[config.mk]
export PLATFORM = sky130hd
export DESIGN_NAME = ascii_count_rle_decoder
export DESIGN_NICKNAME = d
export VERILOG_FILES = /design/src/rtl/acrle_pkg.sv /design/src/rtl/acrle_count.sv /design/src/rtl/acrle_parse.sv /design/src/rtl/ascii_count_rle_decoder.sv
export SDC_FILE = /design/constraint.sdc
export NUM_CORES = 1
export LEC_CHECK = 0
export ABC_AREA = 1
export BUFFER_PORTS_ARGS = -buffer_cell sky130_fd_sc_hd__buf_2
export CAP_MARGIN = 40
export CORE_ASPECT_RATIO = 0.6
export CORE_MARGIN = 8
export CORE_UTILIZATION = 24
export DETAILED_ROUTE_END_ITERATION = 8
export GPL_ROUTABILITY_DRIVEN = 0
export PLACE_DENSITY = 0.44
export SLEW_MARGIN = 20
export SYNTH_ARGS = -nofsm -noshare
export SYNTH_HDL_FRONTEND = slang
export SYNTH_HIERARCHICAL = 1
export SYNTH_SLANG_ARGS = --single-unit
[constraint.sdc]
create_clock -name clk -period 3.07 [get_ports clk]
set_input_delay 0.1535 -clock clk [delete_from_list [all_inputs] [get_ports clk]]
set_output_delay 0.1535 -clock clk [all_outputs]
set_load 0.005 [all_outputs]
[src/rtl/acrle_pkg.sv]
`timescale 1ns / 1ps
// Shared types and constants for the ASCII-count run-length decoder.
// No dependencies; imported by every module of the block.
package acrle_pkg;

  localparam int unsigned CNT_W     = 12;
  localparam int unsigned FIELD_MAX = 4095;

  localparam logic [7:0] CHR_MINUS = 8'h2D;
  localparam logic [7:0] CHR_ZERO  = 8'h30;
  localparam logic [7:0] CHR_NINE  = 8'h39;

  localparam logic [1:0] ERR_NONE  = 2'd0;
  localparam logic [1:0] ERR_STRAY = 2'd1;
  localparam logic [1:0] ERR_SAT   = 2'd2;

  typedef enum logic [3:0] {
    M_IDLE     = 4'b0001,
    M_LIT_CNT  = 4'b0010,
    M_LIT_PASS = 4'b0100,
    M_RUN_CNT  = 4'b1000
  } mode_t;

  typedef struct packed {
    mode_t              mode;
    logic [CNT_W-1:0]   count;
    logic [CNT_W-1:0]   left;
    logic               ovf;
  } parse_st_t;

  typedef struct packed {
    logic               vld;
    logic [7:0]         data;
    logic [CNT_W-1:0]   rep;
    logic [1:0]         err;
  } parse_res_t;

endpackage

[src/rtl/acrle_count.sv]
`timescale 1ns / 1ps
// Decimal count accumulator: count * 10 + digit with saturation at the cap.
// Depends on acrle_pkg.
module acrle_count import acrle_pkg::*; #(
  parameter int unsigned COUNT_CAP = 4095
) (
  input  logic [CNT_W-1:0] acc_i,
  input  logic             ovf_i,
  input  logic [3:0]       digit,
  output logic [CNT_W-1:0] acc_o,
  output logic             ovf_o
);

  localparam int unsigned SUM_W = CNT_W + 4;
  localparam logic [SUM_W-1:0] CAP = SUM_W'(COUNT_CAP);

  logic [SUM_W-1:0] sum;

  // times ten as shift-add
  assign sum = {1'b0, acc_i, 3'b000} + {3'b000, acc_i, 1'b0} + {{(SUM_W-4){1'b0}}, digit};

  always_comb begin
    if (sum > CAP) begin
      acc_o = CAP[CNT_W-1:0];
      ovf_o = 1'b1;
    end else begin
      acc_o = sum[CNT_W-1:0];
      ovf_o = ovf_i;
    end
  end

endmodule

[src/rtl/acrle_parse.sv]
`timescale 1ns / 1ps
// Parser step: next parse state and the optional result for one byte.
// Depends on acrle_pkg and acrle_count.
module acrle_parse import acrle_pkg::*; #(
  parameter int unsigned COUNT_CAP = 4095
) (
  input  parse_st_t  st,
  input  logic [7:0] data,
  output parse_st_t  st_nxt,
  output parse_res_t res
);

  logic             dig;
  logic             do_idle;
  logic [CNT_W-1:0] acc_add;
  logic             ovf_add;
  logic [CNT_W-1:0] lit_left;
  logic [CNT_W-1:0] pass_left;
  logic [3:0]       digit_val;

  assign digit_val = 4'(data - CHR_ZERO);
  assign lit_left  = st.count - CNT_W'(1);
  assign pass_left = st.left - CNT_W'(1);

  // count is always zero in idle, so the same adder serves the first digit
  acrle_count #(.COUNT_CAP(COUNT_CAP)) u_count (
    .acc_i (st.count),
    .ovf_i (st.ovf),
    .digit (digit_val),
    .acc_o (acc_add),
    .ovf_o (ovf_add)
  );

  always_comb begin
    dig      = data inside {[CHR_ZERO:CHR_NINE]};
    do_idle  = 1'b0;
    st_nxt   = st;
    res.vld  = 1'b0;
    res.data = data;
    res.rep  = '0;
    res.err  = ERR_NONE;

    case (st.mode)
      M_LIT_CNT: begin
        if (dig) begin
          st_nxt.count = acc_add;
          st_nxt.ovf   = ovf_add;
        end else if (st.count == '0) begin
          do_idle = 1'b1;
        end else begin
          res.vld      = 1'b1;
          res.rep      = CNT_W'(1);
          res.err      = st.ovf ? ERR_SAT : ERR_NONE;
          st_nxt.left  = lit_left;
          st_nxt.count = '0;
          st_nxt.ovf   = 1'b0;
          st_nxt.mode  = (lit_left != '0) ? M_LIT_PASS : M_IDLE;
        end
      end
      M_LIT_PASS: begin
        res.vld     = 1'b1;
        res.rep     = CNT_W'(1);
        st_nxt.left = pass_left;
        if (pass_left == '0) begin
          st_nxt.mode = M_IDLE;
        end
      end
      M_RUN_CNT: begin
        if (dig) begin
          st_nxt.count = acc_add;
          st_nxt.ovf   = ovf_add;
        end else begin
          // zero count: consume the run byte, emit nothing
          res.vld      = st.count != '0;
          res.rep      = st.count;
          res.err      = st.ovf ? ERR_SAT : ERR_NONE;
          st_nxt.mode  = M_IDLE;
          st_nxt.count = '0;
          st_nxt.ovf   = 1'b0;
        end
      end
      default: begin
        do_idle = 1'b1;
      end
    endcase

    if (do_idle) begin
      st_nxt.count = '0;
      st_nxt.ovf   = 1'b0;
      if (data == CHR_MINUS) begin
        st_nxt.mode = M_LIT_CNT;
      end else if (dig) begin
        st_nxt.mode  = M_RUN_CNT;
        st_nxt.count = acc_add;
        st_nxt.ovf   = ovf_add;
      end else begin
        // drop the stray byte and flag it
        st_nxt.mode = M_IDLE;
        res.vld     = 1'b1;
        res.rep     = '0;
        res.err     = ERR_STRAY;
      end
    end
  end

endmodule

[src/rtl/ascii_count_rle_decoder.sv]
`timescale 1ns / 1ps
// Top level of the ASCII-count run-length decoder: input register, parser
// state, result register. Depends on acrle_pkg, acrle_parse, acrle_count.
//
//  channel | ports                                   | direction
//  --------+-----------------------------------------+----------
//  input   | in_valid, in_stall, in_byte             | request in
//  result  | out_valid, out_stall, out_byte,         | request out
//          | out_repeat_count, out_error_code        |
//
// One byte per cycle unless stalled: a byte is registered, parsed in one step
// against the parse state, and its result is registered in the output register.
// Reset (rst_n low, synchronous) empties both registers and returns to idle.
// A stall on the result side holds the output register and the staged byte;
// in_stall rises only while a staged byte cannot move on.
module ascii_count_rle_decoder import acrle_pkg::*; #(
  parameter int unsigned MAX_COUNT = 4095
) (
  input  logic             clk,
  input  logic             rst_n,
  input  logic             in_valid,
  output logic             in_stall,
  input  logic [7:0]       in_byte,
  output logic             out_valid,
  input  logic             out_stall,
  output logic [7:0]       out_byte,
  output logic [CNT_W-1:0] out_repeat_count,
  output logic [1:0]       out_error_code
);

  localparam int unsigned COUNT_CAP = (MAX_COUNT > FIELD_MAX) ? FIELD_MAX : MAX_COUNT;

  logic             s1_vld_r;
  logic [7:0]       s1_byte_r;
  logic             s1_adv;
  parse_st_t        st_r;
  parse_st_t        st_nxt;
  parse_res_t       res;
  logic             out_vld_r;
  logic [7:0]       out_byte_r;
  logic [CNT_W-1:0] out_rep_r;
  logic [1:0]       out_err_r;

  assign s1_adv   = s1_vld_r && (!out_vld_r || !out_stall);
  assign in_stall = s1_vld_r && !s1_adv;

  acrle_parse #(.COUNT_CAP(COUNT_CAP)) u_parse (
    .st     (st_r),
    .data   (s1_byte_r),
    .st_nxt (st_nxt),
    .res    (res)
  );

  always_ff @(posedge clk) begin
    if (!rst_n) begin
      s1_vld_r <= 1'b0;
    end else if (!in_stall) begin
      s1_vld_r <= in_valid;
    end
  end

  always_ff @(posedge clk) begin
    if (!in_stall && in_valid) begin
      s1_byte_r <= in_byte;
    end
  end

  always_ff @(posedge clk) begin
    if (!rst_n) begin
      st_r.mode  <= M_IDLE;
      st_r.count <= '0;
      st_r.left  <= '0;
      st_r.ovf   <= 1'b0;
    end else if (s1_adv) begin
      st_r <= st_nxt;
    end
  end

  always_ff @(posedge clk) begin
    if (!rst_n) begin
      out_vld_r <= 1'b0;
    end else if (s1_adv) begin
      out_vld_r <= res.vld;
    end else if (!out_stall) begin
      out_vld_r <= 1'b0;
    end
  end

  always_ff @(posedge clk) begin
    if (s1_adv && res.vld) begin
      out_byte_r <= res.data;
      out_rep_r  <= res.rep;
      out_err_r  <= res.err;
    end
  end

  assign out_valid        = out_vld_r;
  assign out_byte         = out_byte_r;
  assign out_repeat_count = out_rep_r;
  assign out_error_code   = out_err_r;

  a_pass_has_left: assert property (@(posedge clk) disable iff (!rst_n)
    st_r.mode == M_LIT_PASS |-> st_r.left != '0)
    else $error("literal pass with no bytes left");

  a_idle_clean: assert property (@(posedge clk) disable iff (!rst_n)
    st_r.mode == M_IDLE |-> (st_r.count == '0 && !st_r.ovf))
    else $error("count not cleared in idle");

  a_count_capped: assert property (@(posedge clk) disable iff (!rst_n)
    st_r.count <= CNT_W'(COUNT_CAP))
    else $error("count above cap");

  a_stray_zero_rep: assert property (@(posedge clk) disable iff (!rst_n)
    (out_vld_r && out_err_r == ERR_STRAY) |-> out_rep_r == '0)
    else $error("stray byte with nonzero repeat count");

  a_good_nonzero_rep: assert property (@(posedge clk) disable iff (!rst_n)
    (out_vld_r && (out_err_r == ERR_NONE || out_err_r == ERR_SAT)) |-> out_rep_r != '0)
    else $error("decoded item with zero repeat count");

endmodule

==> results of run 1 <==
[metrics by stage]
| stage | hold slack [ns] | total power [mW] | instance area, µm² | utilization |
|---|---|---|---|---|
| floorplan | 0.252 | 1.44 | 4900 | - |
| global placement | 0.331 | 1.61 | 5380 | 0.269 |
| detailed placement | 0.332 | 1.61 | 5380 | 0.269 |
| CTS | 0.000221 | 2.63 | 5730 | 0.286 |
| global route | 0.000846 | 2.78 | 5860 | 0.293 |
| finish | 0.0162 | 2.63 | 5860 | 0.293 |
[cell type report]
| class | count | share of cell area |
|---|---|---|
| multi-input combinational | 501 | 0.481 |
| sequential | 61 | 0.260 |
| timing repair buffer | 66 | 0.0801 |
| inverter | 113 | 0.0724 |
| tap | 273 | 0.0583 |
| clock buffer | 9 | 0.0385 |
| clock inverter | 6 | 0.00940 |
[power by group through the flow]
stage	Sequential [mW]	Combinational (mW)	Clock, mW
floorplan	0.965	0.478	0
global placement	0.972	0.642	0
detailed placement	0.970	0.637	0
CTS	0.953	0.649	1.03
global route	0.959	0.770	1.06
finish	0.952	0.683	0.999
[routing by layer]
layer	wire length [µm]	GRT usage
met1	8690	0.193
met2	4590	0.128
met3	1210	0.0384
met4	113	0.0250
met5	0	0
[critical path: stages (launching register included)]
cell and delay (ns):
edfxtp_1 0.47, fa_1 0.58, inv_1 0.06, fa_2 0.38
nor2_4 0.12, nor2_4 0.06, inv_2 0.05, nand2_2 0.06
nand4_2 0.08, nand2_2 0.07, nor2_4 0.12, buf_12 0.14
nand3_2 0.05, nand2_1 0.09, o22ai_1 0.09, nand2_1 0.07
o21ai_1 0.06, inv_1 0.07, nand3_1 0.08, nand2_1 0.09
nor2_1 0.05
[worst max-delay path by stage]
stage,cells after the start,endpoint
floorplan,14,out_byte[0]$_DFFE_PP_
global placement,18,st_r[18]$_SDFFE_PN0P_
detailed placement,19,st_r[15]$_SDFFE_PN0P_
CTS,19,st_r[15]$_SDFFE_PN0P_
global route,17,st_r[21]$_SDFFE_PN0P_
finish,20,st_r[13]$_SDFFE_PN0P_
[sequential cells by signal (all words and copies together) (netlist names)]
signal,cells
out_byte,8
s1_vld_r,1
out_error_code,2
st_r,29
out_repeat_count,12
out_valid,1
s1_byte_r,8
[repair_timing]
action | CTS | global route
hold buffers | 7 | 0
gates resized for setup | 0 | 35
buffers inserted | 0 | 2
endpoints found under the setup margin | 0 | 13
hold endpoints to repair | 7 | 0
[cells by family (layout without fill, tap and decap cells)]
logic type	Yosys count	count (layout)
AO/OA/AOI/OAI	82	82
XOR/XNOR	10	10
adder cells (fa/ha/maj)	29	29
buffers and inverters	146	194
flip-flops	61	61
AND/OR/NAND/NOR	380	380
[cells in the final DEF, fill, tap and decap left out, types with 5 or more instances in the layout]
| cell | netlist | final |
|---|---|---|
| a21oi_1 | 37 | 37 |
| buf_2 | 12 | 35 |
| buf_4 | 11 | 17 |
| buf_6 | 4 | 5 |
| clkbuf_16 | 0 | 9 |
| dfxtp_1 | 31 | 29 |
| dlygate4sd3_1 | 0 | 7 |
| edfxtp_1 | 30 | 30 |
| ha_1 | 27 | 26 |
| inv_1 | 98 | 98 |
| inv_2 | 14 | 14 |
| nand2_1 | 178 | 170 |
| nand2_2 | 11 | 19 |
| nand3_1 | 71 | 66 |
| nand3_2 | 12 | 17 |
| nor2_1 | 75 | 74 |
| nor2_2 | 11 | 11 |
| nor2_4 | 8 | 9 |
| o21ai_0 | 17 | 8 |
| o21ai_1 | 4 | 8 |
| o21ai_2 | 6 | 11 |
| o221ai_1 | 5 | 5 |
| xnor2_1 | 5 | 5 |
| xor2_1 | 5 | 5 |
==> results.cfg, run 1 <==
[timing]
finalWorstPathRequiredPeriod_ns = 2.93
fmax_mhz = 341
rsz0062_at_grt = true
hold_viol_final = 0
fin_crit_sh = 0.955
layout_setup_ws_ns = 0.137
fin_worst_skew_ns = 0.0103
slew-limit-headroom = 0.530
worstMarginPinSlew_ns = 0.705
setup_viol = 0
drv_slew = 0
fin_tns_setup_ns = 0

[logic_synthesis]
ys_seq_area_frac = 0.310
synth_top_family_by_area = simple AND/OR/NAND/NOR gates
synth_fa_ha_area_frac = 0.0771
netlist_instances = 708
syn-cell-area_um2 = 4900
synth_edf_count = 30
synth_area_leaders = edfxtp_1 (18%), nand2_1 (14%), dfxtp_1 (13%)
syn_area_per_cell_um2 = 6.92
ys.flop_type = dfxtp_1
synth.most_common_cell = nand2_1
async_flop_share = 0
synth.top_cell.area_share = 0.184
synth-xor-area-share = 0.0179
ys_warn_count = 6
synth_compound_area_frac = 0.0988
synth.top_cells.by_count = nand2_1 (178), inv_1 (98), nor2_1 (75)
synth_mux_area_frac = 0
synth.net_count = 749
synth-simple-area-share = 0.363
ys_seq_elements = 61
ys_types = 41
yosys.area.top_type = edfxtp_1

[power_and_ir_drop]
p_clk_frac = 0.379
switching_power_mw = 0.853
swShare = 0.324
power_frac_seq = 0.361
p_int_mw = 1.78
power.density_cell_area_nw_per_um2 = 450
power_frac_comb = 0.259
p_leak_nw = 2.66
vdd_ir_drop_max_v = 0.000272

[clocking]
cts_sinks = 61
clkTransAtPathRegs_ns = 0.05
clockRootBuffer = clkbuf_16
clock_latency_ns = 0.34
cts_buffers = 9
htreeDepth = 3
cts_tree = built
clockBufferDepth = 2

[critical_path]
worstPathArrival_ns = 3.16
cp-start-kind = register
r2r_start = s1_byte_r[3]$_DFFE_PP_
reg2reg_depth = 20
regToRegEndpoint = st_r[13]$_SDFFE_PN0P_
crit_path_end_kind = register
r2r_slack_ns = 0.14
cp_max_fo = 8
cp-startpoint = s1_byte_r[3]$_DFFE_PP_
path_class = reg -> reg
cp.required_ns = 3.30

[min_path]
min_from = in_byte[1]
hold_class = in -> reg
holdPathEnd = s1_byte_r[1]$_DFFE_PP_
whs_path_depth = 1

[route]
wl_per_cell_um = 14.2
vias_per_cell = 4.35
drc_errors = 0
vias = 4475
wirelength_mm = 14.6
dr.pass1.iters = 4
ant_nets = 0
drt_iter0_drc = 383

[final_layout]
finalNonFillerCells = 1029
final.fill_count = 2210
multi_input_area_um2 = 2820
drive_gt1_frac = 0.217
nNetsFinal = 793
diodes = 0
register_area_um2 = 1520
area_delta_synth_final_pct = 19.4

[die]
dieHeight_um = 127
start_util = 0.245
die_area_um2 = 25400
ioPinCount = 36
die_w_um = 201
core_area_um2 = 20000
row_count = 40

[placed_design]
hpwl_mm = 11.2
pre_cts_ws_ns = 0.0443
place_inst = 1005
io_buffers = 35

[global_route]
grt_usage = 0.115
grt_pass1_wl_mm = 23.3
grt_antenna_before_repair = 0
grt_pass1_vias = 4053
grt_overflow = 0
grt_start_max_net_pins = 59

[flow_run]
drv_cap = 0

[outcome]
status = complete, no violations
Power figures use the tool's default switching activity.
==> inputs of run 2 (changes only) <==
--- a/config.mk
+++ b/config.mk
@@ -9,5 +9,5 @@
 export BUFFER_PORTS_ARGS = -buffer_cell sky130_fd_sc_hd__buf_2
 export CAP_MARGIN = 40
-export CORE_ASPECT_RATIO = 0.6
+export CORE_ASPECT_RATIO = 2
 export CORE_MARGIN = 8
 export CORE_UTILIZATION = 24
==> constraint.sdc (replaced) <==
create_clock -name clk -period 3.07 [get_ports clk]
set_input_delay 0.307 -clock clk [delete_from_list [all_inputs] [get_ports clk]]
set_output_delay 0.307 -clock clk [all_outputs]
set_load 0.005 [all_outputs]
==> run 2 against run 1 <==
  * Utilization down 0.99 points
  * Design area shrank 2.1%
  * Total power shrank 0.61%
  * Clock power barely moved
  * Global-route usage up 1.0 points
  * Sequential power grew 0.5%
  * Maximum frequency increased by 2.8%
  * Count of clock-buffer cells in the layout is the same
  * Critical path type unchanged
  * Largest cell class unchanged
==> results.cfg, run 2 (synthesis gave the netlist of run 1 again) <==
[outcome]
status = complete, no violations

[final_layout]
postLayoutCellArea_um2 = 5730
drive_gt1_frac = 0.216
final_cell_mix = nand2_1 (173), inv_1 (97), nor2_1 (73)
nNetsFinal = 785
top_register = st_r
mostFrequentLayoutCell = nand2_1
utilization = 0.283
area_delta_synth_final_pct = 16.9
largest_reg_flops = 29
diodes = 0
final.fill_count = 2264

[timing]
slew-limit-headroom = 0.529
finalWorstPathRequiredPeriod_ns = 2.85
drv_slew = 0
fin_crit_sh = 0.930
hold_viol_final = 0
fmax_mhz = 350
setup_viol = 0
fin_worst_skew_ns = 0.0105
worstMarginPinSlew_ns = 0.707
layout_setup_ws_ns = 0.216

[global_route]
grt_pass1_wl_mm = 24.2
grtUsageMet1 = 0.107
use_met3 = 0.0130
grt_usage = 0.126
grt_antenna_before_repair = 0
grt.busiest_layer = met2
grt_pass1_vias = 4717
grt_overflow = 0
use_met2 = 0.263
grt_start_max_net_pins = 59

[die]
start_util = 0.242
die_area_um2 = 25500
row_count = 74
core_area_um2 = 20300
dieHeight_um = 218
die_w_um = 117
ioPinCount = 36

[critical_path]
path_class = reg -> reg
worstPathArrival_ns = 3.09
cp-start-kind = register
cp.required_ns = 3.31
cp_max_fo = 8
reg2reg_depth = 20
crit_path_end_kind = register
r2r_slack_ns = 0.22
r2r_start = s1_byte_r[2]$_DFFE_PP_
regToRegEndpoint = st_r[13]$_SDFFE_PN0P_

[min_path]
min_from = in_byte[3]
hold_class = in -> reg
holdPathEnd = s1_byte_r[3]$_DFFE_PP_
whs_path_depth = 1

[clocking]
cts_buffers = 9
cts_sinks = 61
clockBufferDepth = 2
clkTransAtPathRegs_ns = 0.07
htreeDepth = 3
clock_latency_ns = 0.34
cts_tree = built
clockRootBuffer = clkbuf_16

[route]
dr.pass1.iters = 4
drc_errors = 0
wirelength_mm = 15.1
ant_nets = 0
wl_per_cell_um = 14.9
vias_per_cell = 4.47
vias = 4538
drt_iter0_drc = 199

[placed_design]
io_buffers = 35
hpwl_mm = 12.0
pre_cts_ws_ns = 0.0851
place_area_um2 = 5350

[power_and_ir_drop]
p_leak_nw = 2.59
power.density_cell_area_nw_per_um2 = 457
vdd_ir_drop_max_v = 0.000249
power_mw = 2.62

[flow_run]
drv_cap = 0
[run 2: cell count changes in the layout (fill, tap and decap cells not counted), moves of 3 or more]
cell | previous run | this run
o21ai_1 | 8 | 4
nand3_1 | 66 | 70
nand3_2 | 17 | 13
nand2_2 | 19 | 16
o21ai_2 | 11 | 6
nand2_1 | 170 | 173
dlygate4sd3_1 | 7 | 0
o21ai_0 | 8 | 17
[run 2: layout make-up]
type	instances	area (µm²)	share of cell area
repair buffers	58	372	0.0648
inverters	113	424	0.0740
clock buffers	9	225	0.0393
well taps	266	333	0.0581
multi-input cells	501	2790	0.486
flip-flops and latches	61	1530	0.266
clock inverters	7	65.1	0.0114
[run 2: routing by layer]
layer,part of all wire,vias up
met5,0,-
met4,0.040,0
met3,0.014,32
met2,0.61,51
met1,0.34,2127
li1,-,2328
[run 2: worst max path at each step]
stage,from,end,slack (ns),depth (start not counted)
after CTS,s1_byte_r[3]$_DFFE_PP_,st_r[13]$_SDFFE_PN0P_,0.06,19
after floorplan,st_r[13]$_SDFFE_PN0P_,out_byte[0]$_DFFE_PP_,0.11,14
after global placement,s1_byte_r[3]$_DFFE_PP_,st_r[13]$_SDFFE_PN0P_,0.08,19
final,s1_byte_r[2]$_DFFE_PP_,st_r[13]$_SDFFE_PN0P_,0.22,20
after detailed placement,s1_byte_r[3]$_DFFE_PP_,st_r[13]$_SDFFE_PN0P_,0.09,19
after global routing,s1_byte_r[2]$_DFFE_PP_,st_r[13]$_SDFFE_PN0P_,-0.008,20
[run 2: worst max-delay path, cell delays in order, from the launching register on]
cell,delay [ns]
edfxtp_1,0.43
ha_1,0.31
ha_2,0.18
inv_2,0.04
fa_2,0.42
nor2_4,0.11
nor2_4,0.05
inv_2,0.05
nand2_2,0.06
nand4_2,0.07
nand2_2,0.06
nor2_4,0.25
nand3_2,0.11
nand2_2,0.09
o22ai_1,0.07
nand2_1,0.06
o21ai_1,0.07
inv_1,0.07
nand3_1,0.07
nand2_1,0.11
nor2_2,0.05
[run 2: repair_timing]
| action | in CTS | in global routing |
|---|---|---|
| setup buffers | 0 | 3 |
| endpoints found under the setup margin | 0 | 12 |
| resized for setup | 0 | 20 |
| hold buffers | 0 | 0 |
| hold endpoints to repair | 0 | 0 |
[run 2: report_power, final]
| group | switching, mW | internal [mW] |
|---|---|---|
| Sequential | 0.0505 | 0.907 |
| Combinational | 0.414 | 0.239 |
| Clock | 0.442 | 0.566 |
| Total | 0.906 | 1.71 |
[run 2: through the flow]
step           hold slack, ns  setup TNS (ns)  cells
2_1_floorplan           0.406               0    708
4_1_cts                 0.129               0   1012
6_report                0.139               0   1015
3_5_place_dp            0.430               0    996
3_3_place_gp            0.423               0    996
5_1_grt                 0.128         -0.0105   1015
